**src/hw/rtl/rau_pkg.sv**
```systemverilog
// rational arithmetic unit package: command codes, widths, shared types
// no dependencies
package rau_pkg;
   localparam int WIDTH = 32;
   localparam int CNT_W = $clog2(WIDTH + 1);

   typedef logic [WIDTH-1:0] word_type;
   typedef logic [CNT_W-1:0] cnt_type;

   typedef enum logic [3:0] {
      CMD_ADD  = 4'd0,
      CMD_SUB  = 4'd1,
      CMD_MUL  = 4'd2,
      CMD_DIV  = 4'd3,
      CMD_NORM = 4'd4,
      CMD_INV  = 4'd5,
      CMD_GT   = 4'd6,
      CMD_LT   = 4'd7,
      CMD_EQ   = 4'd8
   } cmd_type;

   typedef struct packed {
      logic start;
      logic done;
   } hs_type;
endpackage

```
**src/hw/rtl/rau_mul.sv**
```systemverilog
// rational arithmetic unit: bit-serial shift-add multiplier, low WIDTH bits
// depends on rau_pkg
module rau_mul (
   input  logic            clock,
   input  logic            reset,
   input  logic            start,
   input  rau_pkg::word_type x,
   input  rau_pkg::word_type y,
   output rau_pkg::word_type prod,
   output logic            done
);
   rau_pkg::word_type x_ff, x_in, y_ff, y_in, acc_ff, acc_in;
   rau_pkg::cnt_type  cnt_ff, cnt_in;
   logic              run_ff, run_in, done_ff, done_in;

   always_comb begin
      x_in = x_ff; y_in = y_ff; acc_in = acc_ff;
      cnt_in = cnt_ff; run_in = run_ff; done_in = 1'b0;
      if (start) begin
         x_in = x; y_in = y; acc_in = '0;
         cnt_in = rau_pkg::cnt_type'(rau_pkg::WIDTH); run_in = 1'b1;
      end else if (run_ff) begin
         if (y_ff[0]) acc_in = acc_ff + x_ff;
         x_in = x_ff << 1;
         y_in = y_ff >> 1;
         cnt_in = cnt_ff - 1'b1;
         if (cnt_ff == rau_pkg::cnt_type'(1)) begin
            run_in = 1'b0; done_in = 1'b1;
         end
      end
   end

   always_ff @(posedge clock) begin
      x_ff <= x_in; y_ff <= y_in; acc_ff <= acc_in; cnt_ff <= cnt_in;
      if (reset) begin
         run_ff <= 1'b0; done_ff <= 1'b0;
      end else begin
         run_ff <= run_in; done_ff <= done_in;
      end
   end

   assign prod = acc_ff;
   assign done = done_ff;
endmodule

```
**src/hw/rtl/rau_div.sv**
```systemverilog
// rational arithmetic unit: restoring bit-serial divider on magnitudes
// truncating signed quotient and remainder; depends on rau_pkg
module rau_div (
   input  logic              clock,
   input  logic              reset,
   input  logic              start,
   input  rau_pkg::word_type n,
   input  rau_pkg::word_type d,
   output rau_pkg::word_type quo,
   output rau_pkg::word_type rem,
   output logic              done
);
   localparam int W = rau_pkg::WIDTH;
   rau_pkg::word_type q_ff, q_in, d_ff, d_in;
   logic [W:0]        r_ff, r_in, diff;
   rau_pkg::cnt_type  cnt_ff, cnt_in;
   logic              qn_ff, qn_in, rn_ff, rn_in;
   logic              run_ff, run_in, done_ff, done_in;
   rau_pkg::word_type nm, dm;

   assign nm = n[W-1] ? -n : n;
   assign dm = d[W-1] ? -d : d;
   assign diff = {r_ff[W-1:0], q_ff[W-1]} - {1'b0, d_ff};

   always_comb begin
      q_in = q_ff; d_in = d_ff; r_in = r_ff; cnt_in = cnt_ff;
      qn_in = qn_ff; rn_in = rn_ff; run_in = run_ff; done_in = 1'b0;
      if (start) begin
         q_in = nm; d_in = dm; r_in = '0;
         qn_in = n[W-1] ^ d[W-1]; rn_in = n[W-1];
         cnt_in = rau_pkg::cnt_type'(W); run_in = 1'b1;
      end else if (run_ff) begin
         if (!diff[W]) begin
            r_in = diff;
            q_in = {q_ff[W-2:0], 1'b1};
         end else begin
            r_in = {r_ff[W-1:0], q_ff[W-1]};
            q_in = {q_ff[W-2:0], 1'b0};
         end
         cnt_in = cnt_ff - 1'b1;
         if (cnt_ff == rau_pkg::cnt_type'(1)) begin
            run_in = 1'b0; done_in = 1'b1;
         end
      end
   end

   always_ff @(posedge clock) begin
      q_ff <= q_in; d_ff <= d_in; r_ff <= r_in; cnt_ff <= cnt_in;
      qn_ff <= qn_in; rn_ff <= rn_in;
      if (reset) begin
         run_ff <= 1'b0; done_ff <= 1'b0;
      end else begin
         run_ff <= run_in; done_ff <= done_in;
      end
   end

   assign quo  = qn_ff ? -q_ff : q_ff;
   assign rem  = rn_ff ? -r_ff[W-1:0] : r_ff[W-1:0];
   assign done = done_ff;
endmodule

```
**src/hw/rtl/rational_arithmetic_unit.sv**
```systemverilog
// rational arithmetic unit top level: sequencer over one serial multiplier
// and one serial divider; depends on rau_pkg, rau_mul, rau_div
//
//  channel | ports                                  | handshake
//  request | req_command req_a_num/a_den/b_num/b_den | start & !busy
//  result  | rsp_res_num rsp_res_den rsp_compare_true rsp_gcd_zero_error | rsp_valid, 1 cycle
//
// each product runs on the shared multiplier; add, sub and mul
// use three products, div and compare two, invert and unused codes none
// normalize runs Euclid one remainder step at a time on the divider, then two
// divides by the gcd, or flags gcd_zero_error if it is zero; S_OUT drives the result
// reset clears the sequencer; the result is shown for one cycle, no stall
module rational_arithmetic_unit (
   input  logic        clock,
   input  logic        reset,
   input  logic        start,
   output logic        busy,
   input  logic [3:0]  req_command,
   input  logic signed [31:0] req_a_num,
   input  logic signed [31:0] req_a_den,
   input  logic signed [31:0] req_b_num,
   input  logic signed [31:0] req_b_den,
   output logic        rsp_valid,
   output logic signed [31:0] rsp_res_num,
   output logic signed [31:0] rsp_res_den,
   output logic        rsp_compare_true,
   output logic        rsp_gcd_zero_error
);
   typedef enum logic [7:0] {
      S_IDLE = 8'b00000001,
      S_M0   = 8'b00000010,
      S_M1   = 8'b00000100,
      S_M2   = 8'b00001000,
      S_GCD  = 8'b00010000,
      S_Q0   = 8'b00100000,
      S_Q1   = 8'b01000000,
      S_OUT  = 8'b10000000
   } state_type;

   state_type st_ff, st_in;
   logic [3:0] cmd_ff, cmd_in;
   rau_pkg::word_type an_ff, an_in, ad_ff, ad_in, bn_ff, bn_in, bd_ff, bd_in;
   rau_pkg::word_type p0_ff, p0_in, ga_ff, ga_in, gb_ff, gb_in;
   rau_pkg::word_type rn_ff, rn_in, rd_ff, rd_in;
   logic cmp_ff, cmp_in, err_ff, err_in, vld_ff, vld_in;
   logic launch_ff, launch_in;
   logic gw_ff, gw_in;

   rau_pkg::hs_type mhs, dhs;
   rau_pkg::word_type mx, my, prod, dn, dd, quo, rem;
   logic accept;

   assign accept = start && !busy;
   assign mhs.start = launch_ff && (st_ff == S_M0 || st_ff == S_M1 || st_ff == S_M2);
   assign dhs.start = launch_ff && (st_ff == S_GCD || st_ff == S_Q0 || st_ff == S_Q1);

   rau_mul u_mul (.clock(clock), .reset(reset), .start(mhs.start), .x(mx), .y(my),
                  .prod(prod), .done(mhs.done));
   rau_div u_div (.clock(clock), .reset(reset), .start(dhs.start), .n(dn), .d(dd),
                  .quo(quo), .rem(rem), .done(dhs.done));

   always_comb begin
      mx = an_ff; my = bd_ff;
      case (st_ff)
         S_M1: begin
            if (cmd_ff == rau_pkg::CMD_MUL) begin
               mx = an_ff; my = bn_ff;
            end else begin
               mx = ad_ff; my = bn_ff;
            end
         end
         S_M2: begin mx = ad_ff; my = bd_ff; end
         default: begin mx = an_ff; my = bd_ff; end
      endcase
      dn = gb_ff; dd = ga_ff;
      case (st_ff)
         S_Q0: begin dn = an_ff; dd = gb_ff; end
         S_Q1: begin dn = ad_ff; dd = gb_ff; end
         default: begin dn = gb_ff; dd = ga_ff; end
      endcase
   end

   always_comb begin
      st_in = st_ff; cmd_in = cmd_ff;
      an_in = an_ff; ad_in = ad_ff; bn_in = bn_ff; bd_in = bd_ff;
      p0_in = p0_ff; ga_in = ga_ff; gb_in = gb_ff;
      rn_in = rn_ff; rd_in = rd_ff; cmp_in = cmp_ff; err_in = err_ff;
      vld_in = 1'b0; launch_in = 1'b0; gw_in = gw_ff;
      case (st_ff)
         S_IDLE: begin
            if (accept) begin
               cmd_in = req_command;
               an_in = rau_pkg::word_type'(req_a_num);
               ad_in = rau_pkg::word_type'(req_a_den);
               bn_in = rau_pkg::word_type'(req_b_num);
               bd_in = rau_pkg::word_type'(req_b_den);
               rn_in = '0; rd_in = '0; cmp_in = 1'b0; err_in = 1'b0;
               launch_in = 1'b1;
               case (req_command)
                  rau_pkg::CMD_ADD, rau_pkg::CMD_SUB, rau_pkg::CMD_MUL, rau_pkg::CMD_DIV,
                  rau_pkg::CMD_GT, rau_pkg::CMD_LT, rau_pkg::CMD_EQ: st_in = S_M0;
                  rau_pkg::CMD_NORM: begin
                     ga_in = rau_pkg::word_type'(req_a_num);
                     gb_in = rau_pkg::word_type'(req_a_den);
                     st_in = S_GCD;
                     launch_in = 1'b0;
                  end
                  rau_pkg::CMD_INV: begin
                     rn_in = rau_pkg::word_type'(req_a_den);
                     rd_in = rau_pkg::word_type'(req_a_num);
                     st_in = S_OUT; launch_in = 1'b0;
                  end
                  default: begin st_in = S_OUT; launch_in = 1'b0; end
               endcase
            end
         end
         S_M0: begin
            if (mhs.done) begin
               p0_in = prod;
               launch_in = 1'b1;
               st_in = S_M1;
            end
         end
         S_M1: begin
            if (mhs.done) begin
               case (cmd_ff)
                  rau_pkg::CMD_ADD: begin
                     rn_in = p0_ff + prod; launch_in = 1'b1; st_in = S_M2;
                  end
                  rau_pkg::CMD_SUB: begin
                     rn_in = p0_ff - prod; launch_in = 1'b1; st_in = S_M2;
                  end
                  rau_pkg::CMD_MUL: begin
                     rn_in = prod; launch_in = 1'b1; st_in = S_M2;
                  end
                  rau_pkg::CMD_DIV: begin
                     rn_in = p0_ff; rd_in = prod; st_in = S_OUT;
                  end
                  rau_pkg::CMD_GT: begin
                     cmp_in = $signed(prod) < $signed(p0_ff); st_in = S_OUT;
                  end
                  rau_pkg::CMD_LT: begin
                     cmp_in = $signed(p0_ff) < $signed(prod); st_in = S_OUT;
                  end
                  default: begin
                     cmp_in = (p0_ff == prod); st_in = S_OUT;
                  end
               endcase
            end
         end
         S_M2: begin
            if (mhs.done) begin
               rd_in = prod; st_in = S_OUT;
            end
         end
         S_GCD: begin
            if (dhs.done) begin
               ga_in = rem; gb_in = ga_ff; gw_in = 1'b0;
            end else if (!gw_ff) begin
               if (ga_ff == '0) begin
                  if (gb_ff == '0) begin
                     err_in = 1'b1; st_in = S_OUT;
                  end else begin
                     launch_in = 1'b1; st_in = S_Q0;
                  end
               end else begin
                  launch_in = 1'b1; gw_in = 1'b1;
               end
            end
         end
         S_Q0: begin
            if (dhs.done) begin
               rn_in = quo; launch_in = 1'b1; st_in = S_Q1;
            end
         end
         S_Q1: begin
            if (dhs.done) begin
               rd_in = quo; st_in = S_OUT;
            end
         end
         S_OUT: begin
            vld_in = 1'b1; st_in = S_IDLE;
         end
         default: st_in = S_IDLE;
      endcase
   end

   always_ff @(posedge clock) begin
      cmd_ff <= cmd_in; an_ff <= an_in; ad_ff <= ad_in; bn_ff <= bn_in; bd_ff <= bd_in;
      p0_ff <= p0_in; ga_ff <= ga_in; gb_ff <= gb_in;
      rn_ff <= rn_in; rd_ff <= rd_in; cmp_ff <= cmp_in; err_ff <= err_in;
      if (reset) begin
         st_ff <= S_IDLE; vld_ff <= 1'b0; launch_ff <= 1'b0; gw_ff <= 1'b0;
      end else begin
         st_ff <= st_in; vld_ff <= vld_in; launch_ff <= launch_in; gw_ff <= gw_in;
      end
   end

   assign busy = (st_ff != S_IDLE);
   assign rsp_valid = vld_ff;
   assign rsp_res_num = 32'(signed'(rn_ff));
   assign rsp_res_den = 32'(signed'(rd_ff));
   assign rsp_compare_true = cmp_ff;
   assign rsp_gcd_zero_error = err_ff;

   a_one_unit: assert property (@(posedge clock) disable iff (reset)
      !(mhs.start && dhs.start)) else $error("both units launched");
   a_vld_idle: assert property (@(posedge clock) disable iff (reset)
      rsp_valid |-> !busy) else $error("result while busy");
   a_err_zero: assert property (@(posedge clock) disable iff (reset)
      rsp_valid && rsp_gcd_zero_error |-> rsp_res_num == 0 && rsp_res_den == 0)
      else $error("error with nonzero result");
endmodule

```
**config.mk**
```make
export PLATFORM = sky130hd
export DESIGN_NAME = rational_arithmetic_unit
export DESIGN_NICKNAME = d
export VERILOG_FILES = /design/src/hw/rtl/rau_pkg.sv /design/src/hw/rtl/rau_mul.sv /design/src/hw/rtl/rau_div.sv /design/src/hw/rtl/rational_arithmetic_unit.sv
export SDC_FILE = /design/constraint.sdc
export NUM_CORES = 1
export LEC_CHECK = 0
export BUFFER_PORTS_ARGS = -buffer_cell sky130_fd_sc_hd__buf_2
export CORE_MARGIN = 3
export CORE_UTILIZATION = 60
export DETAILED_ROUTE_END_ITERATION = 8
export PLACE_DENSITY_LB_ADDON = 0.1
export SYNTH_ARGS = -nofsm -noshare
export SYNTH_HDL_FRONTEND = slang
export SYNTH_SLANG_ARGS = --single-unit
```
**constraint.sdc**
```tcl
create_clock -name clock -period 20.8 [get_ports clock]
set_input_delay 3.12 -clock clock [delete_from_list [all_inputs] [get_ports clock]]
set_output_delay 3.12 -clock clock [all_outputs]
set_load 0.01 [all_outputs]
```
# Word level (Yosys, flattened, before mapping)
# Cells that the tools add are included.
[word_totals]
regBits = 515
in_bits = 135
elab_cells = 201
[classes]
n_addsub = 10
magnitude_cmp = 2
eq_ne = 40
muxes = 82
bitwise_logic = 3
n_reduce_logical = 33
[op_table]
columns = ["operator", "count"]
rows = [
  ["$mux W32", 28],
  ["$pmux W32 S2", 4],
  ["$pmux W32 S4", 2],
  ["$neg A32 Y32", 4],
  ["$pmux W32 S3", 1],
  ["$mux W8", 11],
  ["$add A32 B32 Y32", 2],
  ["$logic_not A32 Y1", 2],
  ["$lt A32 B32 Y1", 2],
  ["$pmux W8 S7", 1],
  ["$sub A33 B32 Y33", 1],
  ["$eq A32 B32 Y1", 1],
  ["$sub A32 B32 Y32", 1],
  ["$mux W31", 1],
  ["$mux W1", 29],
  ["$eq A4 B3 Y1 const B", 6],
  ["$ne A2 B1 Y1 const B", 10],
  ["$eq A4 B2 Y1 const B", 4],
  ["$pmux W8 S2", 1],
  ["$eq A6 B1 Y1 const B", 2],
  ["$reduce_and A6 Y1", 2],
  ["$sub A6 B1 Y6 const B", 2],
  ["$reduce_and A9 Y1", 1],
  ["$reduce_or A3 Y1", 3],
  ["31 further kinds", 49],
]

# Logic depth before layout (Yosys ltp)
[depth]
word_depth = 6
depth_mapped = 14

# Hierarchy
# From an unflattened synthesis, not the netlist that was laid out.
[unflattened]
cells_unflattened = 3419
area_unflattened_um2 = 32827.7
[by_module_without_submodules]
columns = ["module", "instances", "cells_each", "area_each_um2"]
rows = [
  ["rational_arithmetic_unit", 1, 1896, 18550.3],
  ["rau_div", 1, 1004, 8513.2],
  ["rau_mul", 1, 519, 5764.3],
]

# Worst setup path before layout
# No wires, ideal clock.
[synth_timing]
path_kind = "in2reg"
start = "in start"
end = "reg launch_ff"
arrival_time_ns = 9.566
required_ns = 20.722
path_slack_ns = 11.156
stages = 6
path_cell_list = "inv_1 > nor2_1 > nand3_1 > nand3_1 > a31oi_1 > nor3_1"
[synth_via]
elab_chain_len = 3
[synth_rtl]
columns = ["element", "line_no", "source"]
rows = [
  ["start, declared", "rational_arithmetic_unit.sv:16", "input logic start,"],
  ["$logic_and A1 B1 Y1", "rational_arithmetic_unit.sv:53", "assign accept = start && !busy;"],
  ["$mux W1", "rational_arithmetic_unit.sv:91", "if (accept) begin"],
  ["$pmux W1 S5", "rational_arithmetic_unit.sv:89", "case (st_ff)"],
  ["end signal, assigned", "rational_arithmetic_unit.sv:195", "st_ff <= st_in; vld_ff <= vld_in; launch_ff <= launch_in; gw_ff <= gw_in;"],
  ["end, declared", "rational_arithmetic_unit.sv:46", "logic launch_ff, launch_in;"],
]
# Every way passes these cells.
# A chain may end at the register's enable or synchronous reset.

# Final worst setup path
[layout_timing]
start = "reg st_ff[1]"
end = "out busy"
[layout_via]
elab_chain_len = 1
[layout_rtl]
columns = ["element", "line_no", "source"]
rows = [
  ["start, declared", "rational_arithmetic_unit.sv:40", "state_type st_ff, st_in;"],
  ["start signal, assigned", "rational_arithmetic_unit.sv:195", ""],
  ["$ne A8 B1 Y1", "rational_arithmetic_unit.sv:199", "assign busy = (st_ff != S_IDLE);"],
  ["end, declared", "rational_arithmetic_unit.sv:17", "output logic busy,"],
]
# Every way passes these cells.

==> metrics.md <==
| Metric | Value |
|---|---|
| Mapped Avg Cell Area | `9.16 sq um` |
| CP Launch Type | `register` |
| Max H-tree Level | `2` |
| Worst reg2reg endpoint | `u_div.r_ff[19]$_SDFFE_PP0P_` |
| R2R Setup Slk | `15940 ps` |
| Worst r2r src | `st_ff[5]$_SDFFE_PP0P_` |
| Synth warn | `0` |
| Initial antenna violation count | `6` |
| Gate power share | `0.185` |
| Distinct cell type count after synthesis | `100` |
| GRT Util Overall | `0.363` |
| Achievable Freq | `174 MHz` |
| Critical Path End | `busy` |
| CTS tree | `yes` |
| FF+latch count, synth | `515` |
| Final Util | `0.670` |
| Dominant synthesized flop cell | `edfxtp_1` |
| Post-Syn Area | `33600 sq um` |
| PostCTS Resize Cnt | `0` |
| Leakage Power | `14.7 nW` |
| Starting Density | `0.608` |
| Multi-input gate area in the final layout | `17600 sq um` |
| Area of the core | `55200 sq um` |
| Nets@finish | `4063` |
| RSZ-0062 raised after global routing | `false` |
| Switching share of total power | `0.299` |
| GPL Wtd Cong | `1.01` |
| Routed len/inst | `24.4 um` |
| Final HPWL DP | `81400 um` |
| R2R depth | `12` |
| Critical Path RT | `17680 ps` |
| # setup viols final | `0` |
| Asr flop ratio synth | `0` |
| Pins Over Slew Limit | `0` |
| CTS sink cnt | `515` |
| Site Rows | `86` |
| Worst hold path class | `reg -> reg` |
| Reg clk slew, reported paths | `60 ps` |
| Arrival @ worst endpoint | `2630 ps` |
| Post-CTS Repair Setup Buffers | `0` |
| Crit path from | `st_ff[1]$_SDFFE_PP0P_` |
| Max_cap viols | `0` |
| EDFF count, synth | `424` |
| Fillcell total | `4441` |
| Post-synth top area share | `0.379` |
| Layout cell share with drive strength beyond 1 | `0.109` |
| I/O pins | `203` |
| Relative slew slack | `0.214` |
| Hold Fails Final Rpt | `0` |
| Layout area overhead | `10.2%` |
| Critical path type | `reg -> out` |
| IO Port Bufs | `202` |
| DRC violations left | `0` |
| Final Routed Wirelength | `111000 um` |
| Synth area leader | `edfxtp_1` |
| Cts hold-fix bufs | `0` |
| Vias per cell | `6.61` |
| Status | `complete, no violations` |
| Synth area leaders | `edfxtp_1, ha_1, dfxtp_1` |
| PwrDens | `78.0 nW/um^2` |
| Via Count | `30100` |
| Sw power | `0.863 mW` |
| Clock power share | `0.355` |
| Reg power frac | `0.460` |
| Number of global-route vias before repair | `28000` |
| TritonCTS buffer count | `55` |
| Area occupied by registers | `14600 sq um` |
| Min cycle time layout | `5750 ps` |
| Largest net degree at the start of global routing | `102` |
| Sequential area share after synthesis | `0.434` |
| Period utilisation layout | `0.277` |
| Crit end category | `primary output` |
| Worst-Margin Slew | `1180 ps` |
| DRT Pass-1 Iters | `8` |
| Initial DRC Count | `3384` |
| Die Wd | `243 um` |
| GRT overflow | `0` |
| Peak supply drop | `0.0613 mV` |
| Clock Tree Root | `clkbuf_16` |
| Syn Inst Count | `3663` |
| Routed Antenna Nets | `0` |
| Die height | `243 um` |
| Maximum fanout along the worst path | `12` |
| Syn nets | `3969` |
| Setup TNS Final | `0 ps` |
| Worst-Skew Late Latency | `620 ps` |
| Max clock buf depth | `3` |
| Die footprint | `58800 sq um` |
| First-pass GRT wire length | `166000 um` |
| Clock Skew | `22.8 ps` |
| Pint | `2.02 mW` |
[placed cells by master, fill, tap and decap left out, drive strengths merged, types with 17 or more instances in the layout]
| cell | n |
|---|---|
| a211o | 23 |
| a211oi | 28 |
| a21o | 50 |
| a21oi | 248 |
| a22oi | 36 |
| a31oi | 85 |
| and3 | 24 |
| buf | 247 |
| clkbuf | 73 |
| clkinv | 20 |
| dfxtp | 91 |
| edfxtp | 424 |
| ha | 167 |
| inv | 173 |
| mux2i | 81 |
| nand2 | 461 |
| nand2b | 57 |
| nand3 | 85 |
| nand4 | 17 |
| nor2 | 279 |
| nor2b | 30 |
| nor3 | 96 |
| nor4 | 41 |
| o211ai | 41 |
| o21ai | 319 |
| o21bai | 24 |
| o221ai | 17 |
| o22ai | 22 |
| o311ai | 20 |
| o31ai | 43 |
| o41ai | 20 |
| or3 | 33 |
| or4 | 19 |
| xnor2 | 86 |
| xor2 | 106 |
[worst min-delay path by stage]
stage                                       from                      endpoint  slack (ps)  cells past startpoint
finish              u_div.cnt_ff[0]$_SDFFE_PP0P_  u_div.cnt_ff[0]$_SDFFE_PP0P_         490                      2
global route        u_div.cnt_ff[0]$_SDFFE_PP0P_  u_div.cnt_ff[0]$_SDFFE_PP0P_         530                      2
CTS                 u_mul.cnt_ff[1]$_SDFFE_PP0P_  u_mul.cnt_ff[1]$_SDFFE_PP0P_         500                      2
detailed placement  u_mul.cnt_ff[5]$_SDFFE_PP1P_  u_mul.cnt_ff[5]$_SDFFE_PP1P_         480                      2
global placement    u_div.cnt_ff[0]$_SDFFE_PP0P_  u_div.cnt_ff[0]$_SDFFE_PP0P_         470                      2
floorplan           u_div.cnt_ff[5]$_SDFFE_PP1P_  u_div.cnt_ff[5]$_SDFFE_PP1P_         460                      2
[metal layers]
layer | vias up | wire length [um] | part of all wire | track usage
met5 | - | 30 | 0.00027 | 0
li1 | 13700 | - | - | -
met1 | 14400 | 44700 | 0.40 | 0.494
met3 | 283 | 10900 | 0.098 | 0.0577
met4 | 4 | 5150 | 0.046 | 0.162
met2 | 1679 | 50200 | 0.45 | 0.575
[cells by family (layout without fill, tap and decap cells)]
logic type                 after synthesis  after routing  synth area share
other                                    0              2                 0
AOI/OAI and AO/OA                     1112           1112             0.214
xor gates and xnor gates               192            192            0.0501
and+or+nand+nor                       1203           1203             0.168
buffers and inverters                  386            525            0.0442
DFF                                    515            515             0.434
muxes                                   84             84            0.0253
adders and majority gates              171            171            0.0646
[worst max-delay path, stage by stage, from the launching register on]
cell	delay, ps
dfxtp_1	380
nor4_2	310
buf_4	250
nand4b_1	660
buf_2	420
[layout make-up]
type	instances	area share
multi-input combinational	2762	0.476
sequential	515	0.393
clock buffer	73	0.0415
timing repair buffer	247	0.0364
tap	748	0.0253
inverter	176	0.0179
clock inverter	29	0.00896
antenna	2	0.000135
[flip-flops by register name (all words and copies together), names as in the netlist, 4 cells and up]
signal and flops:
p0_ff 32, u_div.q_ff 32, u_div.d_ff 32, st_ff 8
gb_ff 32, an_ff 32, cmd_ff 4, u_mul.prod 32
rsp_res_num 32, ad_ff 32, u_div.r_ff 32, bd_ff 32
u_mul.x_ff 32, rsp_res_den 32, u_mul.y_ff 32, bn_ff 32
ga_ff 32, u_mul.cnt_ff 6, u_div.cnt_ff 6
[power groups by stage]
stage	sequential (mW)	combinational, mW	clock, mW
floorplan	1.33	0.332	0
CTS	1.33	0.523	1.03
global route	1.34	0.571	1.07
finish	1.33	0.533	1.02
global placement	1.34	0.506	0
detailed placement	1.35	0.519	0
[stage by stage]
step	power, mW	setup slack, ps	hold slack, ps	instances	instance area, sq um
after floorplan	1.66	11160	461	3663	33600
after global placement	1.85	14990	474	4448	35100
after detailed placement	1.87	14820	481	4448	35100
after CTS	2.88	15080	495	4550	37000
after global routing	2.98	14940	525	4550	37000
final	2.89	15050	495	4552	37000
[Yosys cell counts, types with 86 or more instances]
cell type and count:
o21ai_0 290, xnor2_1 86, inv_1 171, nor2_1 278
clkbuf_1 176, nor3_1 93, edfxtp_1 424, nand2_1 460
dfxtp_1 91, xor2_1 106, a21oi_1 246, ha_1 167
No activity file was read; power rests on OpenSTA's default activity.
